--- src/rsdt_pkg.sv ---
`default_nettype none
// ----------------------------------------------------------------------------
// rsdt_pkg - shared types and constants of the sorted device table
// Field widths of the item ports, function codes, default sizes and the
// control struct that the table row hands to each cell.
// ----------------------------------------------------------------------------
package rsdt_pkg;

	localparam int STRENGTH_W = 8;
	localparam int ADDR_PORT_W = 48;
	localparam int RANK_W = 5;
	localparam int HELD_W = 6;

	localparam int DEF_TABLE_DEPTH = 32;
	localparam int DEF_ADDR_BYTES = 6;

	localparam logic FUNC_REPORT = 1'b0;
	localparam logic FUNC_READ = 1'b1;

	typedef struct packed {
		logic sample;
		logic update;
	} cell_ctl_t;

endpackage
`default_nettype wire

--- src/rsdt_cell.sv ---
`default_nettype none
// ----------------------------------------------------------------------------
// rsdt_cell - one rank of the sorted device table
// Holds the entry at its rank, matches the report address and compares
// strengths, then takes its own, its neighbor's or the new entry on update.
// ----------------------------------------------------------------------------
module rsdt_cell import rsdt_pkg::*; #(
	parameter int IDX = 0,
	parameter int AW = DEF_ADDR_BYTES * 8,
	parameter int CNT_W = $clog2(DEF_TABLE_DEPTH + 1)
) (
	input  wire logic                         clk,
	input  wire cell_ctl_t                    ctl,
	input  wire logic [AW-1:0]                cmp_addr,
	input  wire logic signed [STRENGTH_W-1:0] cmp_str,
	input  wire logic [AW-1:0]                new_addr,
	input  wire logic signed [STRENGTH_W-1:0] new_str,
	input  wire logic [CNT_W-1:0]             k,
	input  wire logic [CNT_W-1:0]             fill,
	input  wire logic [AW-1:0]                up_addr,
	input  wire logic signed [STRENGTH_W-1:0] up_str,
	input  wire logic                         up_ahead,
	input  wire logic [AW-1:0]                dn_addr,
	input  wire logic signed [STRENGTH_W-1:0] dn_str,
	input  wire logic                         dn_ahead,
	output logic [AW-1:0]                     addr,
	output logic signed [STRENGTH_W-1:0]      str,
	output logic                              ahead,
	output logic                              hit
);

	logic [AW-1:0]                addr_q;
	logic signed [STRENGTH_W-1:0] str_q;
	logic                         hit_q;
	logic                         ge_q;
	logic                         gt_q;
	logic                         valid;
	logic                         lt;
	logic                         eq;
	logic [AW-1:0]                addr_nxt;
	logic signed [STRENGTH_W-1:0] str_nxt;

	assign valid = CNT_W'(IDX) < fill;
	assign lt = CNT_W'(IDX) < k;
	assign eq = CNT_W'(IDX) == k;
	assign ahead = valid & ~eq & (lt ? ge_q : gt_q);

	always_comb begin
		addr_nxt = addr_q;
		str_nxt = str_q;
		if (lt) begin
			if (ahead) begin
				addr_nxt = addr_q;
				str_nxt = str_q;
			end else if (up_ahead) begin
				addr_nxt = new_addr;
				str_nxt = new_str;
			end else begin
				addr_nxt = up_addr;
				str_nxt = up_str;
			end
		end else if (eq) begin
			if (dn_ahead) begin
				addr_nxt = dn_addr;
				str_nxt = dn_str;
			end else if (up_ahead) begin
				addr_nxt = new_addr;
				str_nxt = new_str;
			end else begin
				addr_nxt = up_addr;
				str_nxt = up_str;
			end
		end else begin
			if (dn_ahead) begin
				addr_nxt = dn_addr;
				str_nxt = dn_str;
			end else if (ahead) begin
				addr_nxt = new_addr;
				str_nxt = new_str;
			end
		end
	end

	// compare at transfer time, against the table as it stands
	always_ff @(posedge clk) begin
		if (ctl.sample) begin
			hit_q <= valid & (addr_q == cmp_addr);
			ge_q <= str_q >= cmp_str;
			gt_q <= str_q > cmp_str;
		end
		if (ctl.update) begin
			addr_q <= addr_nxt;
			str_q <= str_nxt;
		end
	end

	assign addr = addr_q;
	assign str = str_q;
	assign hit = hit_q;

endmodule
`default_nettype wire
--- config.mk ---
export PLATFORM = sky130hd
export DESIGN_NAME = rsdt_cell
export DESIGN_NICKNAME = d
export VERILOG_FILES = /design/src/rsdt_pkg.sv /design/src/rsdt_cell.sv
export SDC_FILE = /design/constraint.sdc
export NUM_CORES = 1
export LEC_CHECK = 0
export BUFFER_PORTS_ARGS = -buffer_cell sky130_fd_sc_hd__buf_4
export CAP_MARGIN = 20
export CORE_AREA = 2 2 115 117
export DETAILED_ROUTE_END_ITERATION = 8
export DIE_AREA = 0 0 117 119
export GPL_TIMING_DRIVEN = 0
export SETUP_SLACK_MARGIN = 0.1
export SKIP_LAST_GASP = 1
export SYNTH_ARGS = -nofsm -noshare
export SYNTH_HDL_FRONTEND = slang
export SYNTH_SLANG_ARGS = --single-unit
--- constraint.sdc ---
create_clock -name clk -period 9.6 [get_ports clk]
set_input_delay 0.96 -clock clk [delete_from_list [all_inputs] [get_ports clk]]
set_output_delay 0.96 -clock clk [all_outputs]
set_load 0.005 [all_outputs]
==> metrics.md, run 1 <==
| Metric | Value |
|---|---|
| Register area share after synthesis | `0.4674` |
| WL final | `14.63 mm` |
| Max clock buf depth | `2` |
| CTS resizes | `0` |
| Relative slew slack | `0.4823` |
| Initial core utilization | `0.2894` |
| I/O pin total | `299` |
| Critical Path End Type | `primary output` |
| Die width | `117 microns` |
| Largest net degree at the start of global routing | `33` |
| Post-CTS Setup Repair Bufs | `0` |
| GR Overflow Total | `0` |
| Lkg Pwr | `3.068 nW` |
| Total clock sinks | `58` |
| Post-Syn Area | `3726 sq um` |
| Latest clock arrival within the worst-skew pair | `0.32 ns` |
| Post-Syn Area per Cell | `10.71 sq um` |
| Die area | `13920 sq um` |
| RSZ-0062 raised after global routing | `false` |
| FP Rows | `42` |
| Kind of critical path | `in -> out` |
| Drt drc | `0` |
| Final Max Slew Viols | `0` |
| Synthesized flop and latch total | `58` |
| Clock-pin slew on the worst setup and hold paths | `0.06 ns` |
| Max FO, Critical Path | `2` |
| Non-filler instance count after layout | `836` |
| Fin crit period | `2.809 ns` |
| Storage cell area | `1742 sq um` |
| Critical Path RT | `8.64 ns` |
| Final Hold Vio Count | `0` |
| Critical path arrival | `1.85 ns` |
| Fillers | `1238` |
| CTS hold repair buffers | `0` |
| Ant diodes | `0` |
| Antenna violations before repair | `0` |
| Core area | `12870 sq um` |
| Post-Synthesis Cells | `348` |
| Global Route Usage Sum | `0.1995` |
| Synth area leaders | `edfxtp_1, mux2i_1, a21oi_1` |
| DP HPWL | `12.03 mm` |
| Cell count after placement | `822` |
| CTS tree | `yes` |
| Post-route ant nets | `0` |
| Worst Setup Start Kind | `input port` |
| Final period util | `0.2926` |
| Top achievable clock speed | `356.0 MHz` |
| Layout cells sized above 1 | `0.4985` |
| IO buf count | `297` |
| Vias in the first global route | `4040` |
| Nets | `906` |
| Vias/cell | `4.583` |
| Post-Syn Nets | `597` |
| Top-area cell type share of the netlist area | `0.4674` |
| Routability cong. | `0.8846` |
| Max-Cap Viols | `0` |
| Worst vdd rail ir drop | `0.05669 mV` |
| Area leader, netlist | `edfxtp_1` |
| Pre-Repair DR Iteration Count | `6` |
| Pwr dens | `118.4 nW/um^2` |
| Overall power | `763.8 uW` |
| Number of H-tree levels | `3` |
| Final setup violation count | `0` |
| Synth-to-Final Area Change | `73.17%` |
| Root buffer cell | `clkbuf_16` |
| Total CTS buffers | `9` |
| First-pass GRT wire length | `20.71 mm` |
| Hold Slack | `0.8357 ns` |
| Fin Setup TNS | `0 ns` |
| Vias | `3831` |
| Hold crit path type | `reg -> reg` |
| Die H | `119 microns` |
| DRT iter0 DRCs | `135` |
| Status | `finished, final reports clean` |
| Routed WL per cell | `17.50 microns` |
| Least-Margin Pin Slew | `0.7749 ns` |
| Yosys warns | `0` |
| Multi-input logic area | `1809 sq um` |
| Synth unique cells | `23` |
| Skew final | `0.006417 ns` |
-- path summary, 6_finish.rpt --
| kind | end | cells after the start | slack (ns) | from |
|---|---|---|---|---|
| worst max-delay path | ahead | 6 | 6.79 | fill[3] |
| worst max register to register | addr[17]$_DFFE_PP_ | 4 | 7.73 | ge_q$_DFFE_PP_ |
| worst min-delay path | ge_q$_DFFE_PP_ | 3 | 0.84 | str[5]$_DFFE_PP_ |
| worst min register to register | ge_q$_DFFE_PP_ | 3 | 0.84 | str[5]$_DFFE_PP_ |
-- flip-flops by register name (all words and copies together) (netlist names) --
| name | flops |
|---|---|
| addr | 48 |
| hit | 1 |
| ge_q | 1 |
| str | 8 |
-- cell families (layout without fill, tap and decap cells) --
family | Yosys count | in the layout | share of synthesized area
xor gates and xnor gates | 48 | 48 | 0.1128
muxes | 56 | 56 | 0.1504
adders and majority gates | 8 | 8 | 0.02686
AOI/OAI and AO/OA | 63 | 63 | 0.08664
buffers and inverters | 26 | 338 | 0.04903
DFF | 58 | 58 | 0.4674
and+or+nand+nor | 89 | 89 | 0.1068
-- area by class of cell --
type | instances | area share
buffer | 18 | 0.02366
clock buffer | 9 | 0.03490
clock inverter | 5 | 0.003684
inverter | 8 | 0.004654
multi-input combinational | 264 | 0.2804
sequential | 58 | 0.2699
tap | 176 | 0.03413
timing repair buffer | 298 | 0.3487
-- placed cells by master (no fill, tap or decap) --
cell type and instances:
buf_4 303, nor2_1 61, a21oi_1 58, edfxtp_1 58
mux2i_1 56, xor2_1 32, xnor2_1 16, nor4_1 10
clkbuf_16 9, inv_1 8, buf_6 8, ha_1 8
nand4_1 7, clkinv_2 4, nand2_1 3, buf_2 2
clkbuf_1 2, a31oi_1 2, nor2b_1 2, and3_1 2
nand3_1 2, o211ai_1 1, a21boi_0 1, o21ai_0 1
nor2b_4 1, nor3_2 1, clkinv_1 1, buf_12 1
-- cells in the mapped netlist --
cell,count
edfxtp_1,58
xnor2_1,16
a21oi_1,58
nand4_1,7
buf_4,6
nor4_1,10
a21boi_0,1
and3_1,2
nor2b_1,3
ha_1,8
o21ai_0,1
nor2_1,61
mux2i_1,56
buf_2,2
buf_6,8
nand3_1,2
o211ai_1,1
nand2_1,3
inv_1,8
clkbuf_1,2
nor3_2,1
a31oi_1,2
xor2_1,32
-- layer usage --
layer / part of all wire / vias up / GRT usage
met2: 0.51 / 183 / 0.3591
met4: 0.020 / 0 / 0.06912
met5: 0 / - / 0
met1: 0.40 / 1756 / 0.2323
met3: 0.071 / 21 / 0.03919
li1: - / 1871 / -
-- worst max-delay path: stages --
cell and delay (ns):
buf_4 0.10, nor4_1 0.26, nand2_1 0.15, nand2_1 0.11, a31oi_1 0.09, buf_4 0.18
-- power breakdown --
group	internal (mW)	total, mW	leakage [nW]	switching (mW)
clock	0.169	0.280	0.128	0.111
sequential	0.299	0.310	0.540	0.0103
combinational	0.111	0.174	2.40	0.0634
-- through the flow --
step	setup WS [ns]	utilization	cell area, sq um
3_5_place_dp	6.554	0.4818	6203
6_report	6.791	0.5012	6452
4_1_cts	6.739	0.5012	6452
3_3_place_gp	3.521	0.4797	6176
2_1_floorplan	5.187	-	3726
5_1_grt	6.725	0.5012	6452
Power figures use the tool's default switching activity.
==> run 2, diff against run 1 <==
==> constraint.sdc (replaced) <==
create_clock -name clk -period 2.6 [get_ports clk]
set_input_delay 0.26 -clock clk [delete_from_list [all_inputs] [get_ports clk]]
set_output_delay 0.26 -clock clk [all_outputs]
set_load 0.005 [all_outputs]
==> metrics.md, run 2 (synthesis results as in run 1) <==
| Metric | Value |
|---|---|
| Hold crit path type | `in -> reg` |
| Final Hold Vio Count | `0 (unchanged)` |
| Combinational power share | `0.232 (+0.004)` |
| Highest routed layer | `met4` |
| Nets | `907 (+0.11%)` |
| Drt drc | `0 (unchanged)` |
| FP Rows | `42 (unchanged)` |
| Kind of critical path | `in -> reg` |
| Number of flip-flops under the largest register name | `48 (unchanged)` |
| Fin crit period | `2.024 ns` |
| I/O pin total | `299 (unchanged)` |
| Hold Crit Endpoint | `hit$_DFFE_PP_` |
| Ant diodes | `0 (unchanged)` |
| Pre-Repair DR Iteration Count | `4 (-2)` |
| Total clock sinks | `58 (unchanged)` |
| Critical Path End Type | `flip-flop` |
| Vias in the first global route | `4013 (-0.67%)` |
| Most common cell after layout, fill and taps aside | `buf_4` |
| Critical path arrival | `2.06 ns (+0.21 ns)` |
| IO buf count | `297 (unchanged)` |
| GR Overflow Total | `0 (unchanged)` |
| Final setup violation count | `0 (unchanged)` |
| Routability cong. | `0.8840 (about the same)` |
| Sequential Power Share | `0.404 (about the same)` |
| Least-Margin Pin Slew | `0.7197 ns (-0.05517 ns)` |
| Final period util | `0.7783` |
| Clock-pin slew on the worst setup and hold paths | `0.05 ns (about the same)` |
| CTS tree | `yes` |
| Overall power | `2.826 mW (+270%)` |
| Relative slew slack | `0.5192 (+0.03686)` |
| Status | `finished, final reports clean` |
| Hold wc startpoint | `ctl[1]` |
| CP Cell Sequence | `buf_4, nor4_1, nand2_1, nand2_1, a31oi_1, nor2b_4, buf_16, buf_16` |
| Die H | `119 microns (unchanged)` |
| First-pass GRT wire length | `21.22 mm (+2.5%)` |
| Max FO, Critical Path | `21 (+19)` |
| Vias/cell | `4.597 (+0.31%)` |
| Total CTS buffers | `9 (unchanged)` |
| Max clock buf depth | `2 (unchanged)` |
| Top achievable clock speed | `494.2 MHz` |
| RSZ-0062 raised after global routing | `false` |
| Synth-to-Final Area Change | `74.18%` |
| Pwr dens | `435.4 nW/um^2 (+270%)` |
| WL final | `14.67 mm (+0.27%)` |
| Lkg Pwr | `3.082 nW (+0.46%)` |
| Skew final | `0.005810 ns (-0.0006078 ns)` |
| Critical Path RT | `2.63 ns (-6.01 ns)` |
| DP HPWL | `12.12 mm (+0.77%)` |
| Fillers | `1262 (+1.9%)` |
| CTS hold repair buffers | `0 (unchanged)` |
| Core area | `12870 sq um (unchanged)` |
| Global Route Usage Sum | `0.2044 (+0.004924)` |
| Die area | `13920 sq um (unchanged)` |
| Critical path's slowest cell | `nor2b_4` |
| Worst vdd rail ir drop | `0.2321 mV (+310%)` |
| Layout cells sized above 1 | `0.4970 (-0.001506)` |
| Antenna violations before repair | `0 (unchanged)` |
| Multi-input logic area | `1809 sq um (unchanged)` |
| Final Max Slew Viols | `0 (unchanged)` |
| R2r setup slk | `0.69 ns (-7.04 ns)` |
| Number of H-tree levels | `3 (unchanged)` |
| Sw Share | `0.2396 (-0.002438)` |
| FF-to-FF Start | `ge_q$_DFFE_PP_` |
| Routed WL per cell | `17.51 microns (about the same)` |
| Root buffer cell | `clkbuf_16` |
| Power Internal | `2.149 mW (+270%)` |
| P_sw | `677.1 uW (+270%)` |
| Met3 Wirelength | `973 microns (-6.0%)` |
| Worst Setup Start Kind | `input port` |
| Crit Reg-Reg Endpoint | `addr[18]$_DFFE_PP_` |
| Post-route ant nets | `0 (unchanged)` |
| Die width | `117 microns (unchanged)` |
| Register-to-Register Path Depth | `5 (+1)` |
| Max-Cap Viols | `0 (unchanged)` |
| Initial core utilization | `0.2894 (unchanged)` |
| Met1 Wirelength | `6.003 mm (+2.6%)` |
| WL met2 | `7.402 mm (-0.71%)` |
| Latest clock arrival within the worst-skew pair | `0.33 ns (about the same)` |
| CP max stage delay | `0.63 ns (+0.37 ns)` |
| Final Util | `0.5041 (+0.002916)` |
| Hold Slack | `0.1522 ns (-0.6835 ns)` |
| CTS resizes | `0 (unchanged)` |
| DRT iter0 DRCs | `155 (+15%)` |
| Most frequent cells in the layout | `buf_4, nor2_1, a21oi_1, edfxtp_1, mux2i_1` |
| Clock share of power | `0.363 (-0.003)` |
| Vias | `3852 (+0.55%)` |
| Number of cells on the worst hold path | `1 (-2)` |
| Post-CTS Setup Repair Bufs | `0 (unchanged)` |
| Largest net degree at the start of global routing | `22 (-33%)` |
| Storage cell area | `1742 sq um (unchanged)` |
==> run 2: cell types whose count changed in the layout (fill, tap and decap cells not counted) <==
cell / change
clkbuf_1: +1
buf_12: -1
clkinv_1: +1
buf_16: +2
clkinv_2: -1
==> run 2: critical path: cells and delay by family <==
family	cells	cell delay, ns
buffers and inverters	3	0.52
and+or+nand+nor	4	1.16
AOI/OAI and AO/OA	1	0.09
==> run 2: worst max-delay path by stage <==
| stage | from | end | slack, ns | cells after the start |
|---|---|---|---|---|
| 6_report | fill[3] | addr[18]$_DFFE_PP_ | 0.58 | 8 |
| 2_1_floorplan | fill[3] | addr[0]$_DFFE_PP_ | 0.56 | 5 |
| 4_1_cts | fill[3] | addr[17]$_DFFE_PP_ | 0.56 | 8 |
| 3_3_place_gp | fill[3] | addr[11]$_DFFE_PP_ | -0.18 | 6 |
| 5_1_grt | fill[3] | addr[13]$_DFFE_PP_ | 0.44 | 8 |
| 3_5_place_dp | fill[3] | addr[12]$_DFFE_PP_ | 0.21 | 8 |
==> run 2: through the flow <==
stage | setup TNS [ns] | instances | setup WS (ns) | cell area, sq um
floorplan | 0 | 348 | 0.5635 | 3734
finish | 0 | 838 | 0.5764 | 6490
global placement | -10.02 | 821 | -0.1824 | 6183
detailed placement | 0 | 823 | 0.2061 | 6238
global route | 0 | 838 | 0.4380 | 6490
CTS | 0 | 838 | 0.5606 | 6490
==> run 2: power by group through the flow <==
stage	sequential, mW	combinational (mW)	clock [mW]
3_5_place_dp	1.16	0.661	0
6_report	1.14	0.657	1.03
2_1_floorplan	1.16	0.217	0
5_1_grt	1.15	0.713	1.09
3_3_place_gp	1.16	0.636	0
4_1_cts	1.14	0.664	1.05
==> run 2: layout make-up <==
| cell class | count | share of cell area |
|---|---|---|
| Tap cell | 176 | 0.03393 |
| Multi-Input combinational cell | 264 | 0.2788 |
| Timing Repair Buffer | 299 | 0.3520 |
| Inverter | 8 | 0.004627 |
| Clock inverter | 5 | 0.003470 |
| Sequential cell | 58 | 0.2684 |
| Buffer | 18 | 0.02352 |
| Clock buffer | 10 | 0.03528 |
==> run 2: layer usage <==
metal	up-vias	global-route usage
li1	1877	-
met1	1771	0.2451
met2	181	0.3645
met3	23	0.03461
met4	0	0.06912
met5	-	0
==> run 3, diff against run 2 <==
--- a/config.mk
+++ b/config.mk
@@ -11,6 +11,7 @@
 export DETAILED_ROUTE_END_ITERATION = 8
 export DIE_AREA = 0 0 117 119
 export GPL_TIMING_DRIVEN = 0
+export PLACE_DENSITY = 0.66
 export SETUP_SLACK_MARGIN = 0.1
 export SKIP_LAST_GASP = 1
 export SYNTH_ARGS = -nofsm -noshare
==> constraint.sdc (replaced) <==
create_clock -name clk -period 1.7 [get_ports clk]
set_input_delay 0.17 -clock clk [delete_from_list [all_inputs] [get_ports clk]]
set_output_delay 0.17 -clock clk [all_outputs]
set_load 0.005 [all_outputs]
==> metrics.md, run 3 (synthesis results as in run 1) <==
| Metric | Value |
|---|---|
| Status | `finished, final reports clean` |
| Final setup violation count | `0 (unchanged)` |
| Final Max Slew Viols | `0 (unchanged)` |
| Latest clock arrival within the worst-skew pair | `0.33 ns (about the same)` |
| Vias/cell | `4.587 (-0.21%)` |
| Total clock sinks | `58 (unchanged)` |
| CTS tree | `yes` |
| Max FO, Critical Path | `2 (-90%)` |
| Pwr dens | `684.5 nW/um^2 (+57%)` |
| Routability cong. | `0.8716 (-1.4%)` |
| IO buf count | `297 (unchanged)` |
| Die area | `13920 sq um (unchanged)` |
| Number of flip-flops under the largest register name | `48 (unchanged)` |
| Register-to-Register Path Depth | `6 (+1)` |
| FF-to-FF Start | `str[1]$_DFFE_PP_` |
| Final Util | `0.5089 (+0.004859)` |
| Critical Path RT | `1.75 ns (-0.88 ns)` |
| Die width | `117 microns (unchanged)` |
| Hold crit path type | `in -> reg` |
| Lkg Pwr | `3.103 nW (+0.71%)` |
| WL final | `14.60 mm (-0.50%)` |
| Kind of critical path | `reg -> reg` |
| Worst Setup SP | `str[1]$_DFFE_PP_` |
| Largest net degree at the start of global routing | `28 (+27%)` |
| Global Route Usage Sum | `0.2049 (+0.0005092)` |
| Drt drc | `0 (unchanged)` |
| Die H | `119 microns (unchanged)` |
| Relative slew slack | `0.5954 (+0.07625)` |
| Core area | `12870 sq um (unchanged)` |
| Root buffer cell | `clkbuf_16` |
| Antenna violations before repair | `0 (unchanged)` |
| Hold Slack | `0.06999 ns (-0.08223 ns)` |
| GR Overflow Total | `0 (unchanged)` |
| Number of H-tree levels | `3 (unchanged)` |
| Critical Path End | `ge_q$_DFFE_PP_` |
| I/O pin total | `299 (unchanged)` |
| Skew final | `0.01148 ns (+0.005672 ns)` |
| Most frequent cells in the layout | `buf_4, nor2_1, a21oi_1, edfxtp_1, mux2i_1` |
| Pre-Repair DR Iteration Count | `4 (unchanged)` |
| Max-Cap Viols | `0 (unchanged)` |
| Final instance area | `6553 sq um (+0.96%)` |
| Vias | `3853 (+0.026%)` |
| Critical Path End Type | `flip-flop` |
| RSZ-0062 raised after global routing | `true` |
| Critical path arrival | `1.62 ns (-0.44 ns)` |
| CTS hold repair buffers | `0 (unchanged)` |
| Worst vdd rail ir drop | `0.3370 mV (+45%)` |
| Least-Margin Pin Slew | `0.6069 ns (-0.1128 ns)` |
| First-pass GRT wire length | `21.19 mm (-0.16%)` |
| Max clock buf depth | `2 (unchanged)` |
| Dpl cell area | `6216 sq um (-0.36%)` |
| Vias in the first global route | `4041 (+0.70%)` |
| CP max stage delay | `0.40 ns (-0.23 ns)` |
| Total CTS buffers | `9 (unchanged)` |
| FP Rows | `42 (unchanged)` |
| CP Cell Sequence | `ha_1, nor2b_1, o211ai_1, a21boi_1, o21ai_1, a31oi_1` |
| Post-route ant nets | `0 (unchanged)` |
| Clock-pin slew on the worst setup and hold paths | `0.05 ns (about the same)` |
| Nets | `909 (+0.22%)` |
| Ant diodes | `0 (unchanged)` |
| Layout cells sized above 1 | `0.5060 (+0.009045)` |
| Critical path's slowest cell | `edfxtp_1` |
| Final period util | `0.9242` |
| Overall power | `4.485 mW (+59%)` |
| Worst Setup Start Kind | `flip-flop` |
| Routed WL per cell | `17.38 microns (-0.73%)` |
| Crit Reg-Reg Endpoint | `ge_q$_DFFE_PP_` |
| Top achievable clock speed | `636.5 MHz` |
| DP HPWL | `11.79 mm (-2.7%)` |
| Final Hold Vio Count | `0 (unchanged)` |
| Most common cell after layout, fill and taps aside | `buf_4` |
| R2r setup slk | `0.13 ns (-0.56 ns)` |
| Synth-to-Final Area Change | `75.86%` |
| Initial core utilization | `0.2894 (unchanged)` |
| DRT iter0 DRCs | `144 (-7.1%)` |
| Fin crit period | `1.571 ns` |
## run 3: cell type report
| class | count | area [sq um] |
|---|---|---|
| fill | 1214 | 6322 |
| timing repair buffer | 300 | 2265 |
| multi-input combinational | 265 | 1869 |
| sequential | 58 | 1742 |
| clock buffer | 9 | 225.2 |
| tap | 176 | 220.2 |
| buffer | 18 | 152.6 |
| clock inverter | 6 | 48.80 |
| inverter | 8 | 30.03 |
## run 3: repair_timing
item,4_1_cts,5_1_grt
gates cloned,1,0
gates resized for setup,8,0
hold endpoints to repair,0,0
pin swaps,2,2
setup endpoints to repair,58,2
setup buffers,2,0
## run 3: how the worst min path moves through the flow
| stage | cells past startpoint | to | from |
|---|---|---|---|
| 2_1_floorplan | 0 | ge_q$_DFFE_PP_ | ctl[1] |
| 3_3_place_gp | 1 | hit$_DFFE_PP_ | ctl[1] |
| 3_5_place_dp | 1 | ge_q$_DFFE_PP_ | ctl[1] |
| 4_1_cts | 1 | hit$_DFFE_PP_ | ctl[1] |
| 5_1_grt | 1 | hit$_DFFE_PP_ | ctl[1] |
| 6_report | 1 | hit$_DFFE_PP_ | ctl[1] |
## run 3: layer usage
metal | track usage | up-vias | share of wire
met5 | 0 | - | 0
met4 | 0.06765 | 0 | 0.017
met3 | 0.03461 | 20 | 0.058
met2 | 0.3739 | 159 | 0.53
met1 | 0.2390 | 1797 | 0.40
li1 | - | 1877 | -
## run 3: report_power, final
part           leakage, nW  switching, mW  total (mW)  internal [mW]
clock                0.133          0.626        1.73           1.10
combinational         2.43          0.371        1.01          0.639
sequential           0.540         0.0599        1.75           1.69
## run 3: worst max-delay path: cells and delay by family, from the launching register on
kind                     cells  cell delay (ns)
AO/OA/AOI/OAI                4             0.48
adder cells (fa/ha/maj)      1             0.29
flip-flops                   1             0.40
AND/OR/NAND/NOR              1             0.13
## run 3: through the flow
step                TNS (ns)  instances  setup WS (ns)
finish                     0        840         0.1289
global route               0        840        0.01756
CTS                        0        840        0.05571
detailed placement    -23.98        822        -0.5447
global placement      -47.58        821        -0.8507
floorplan             -12.22        348        -0.2181
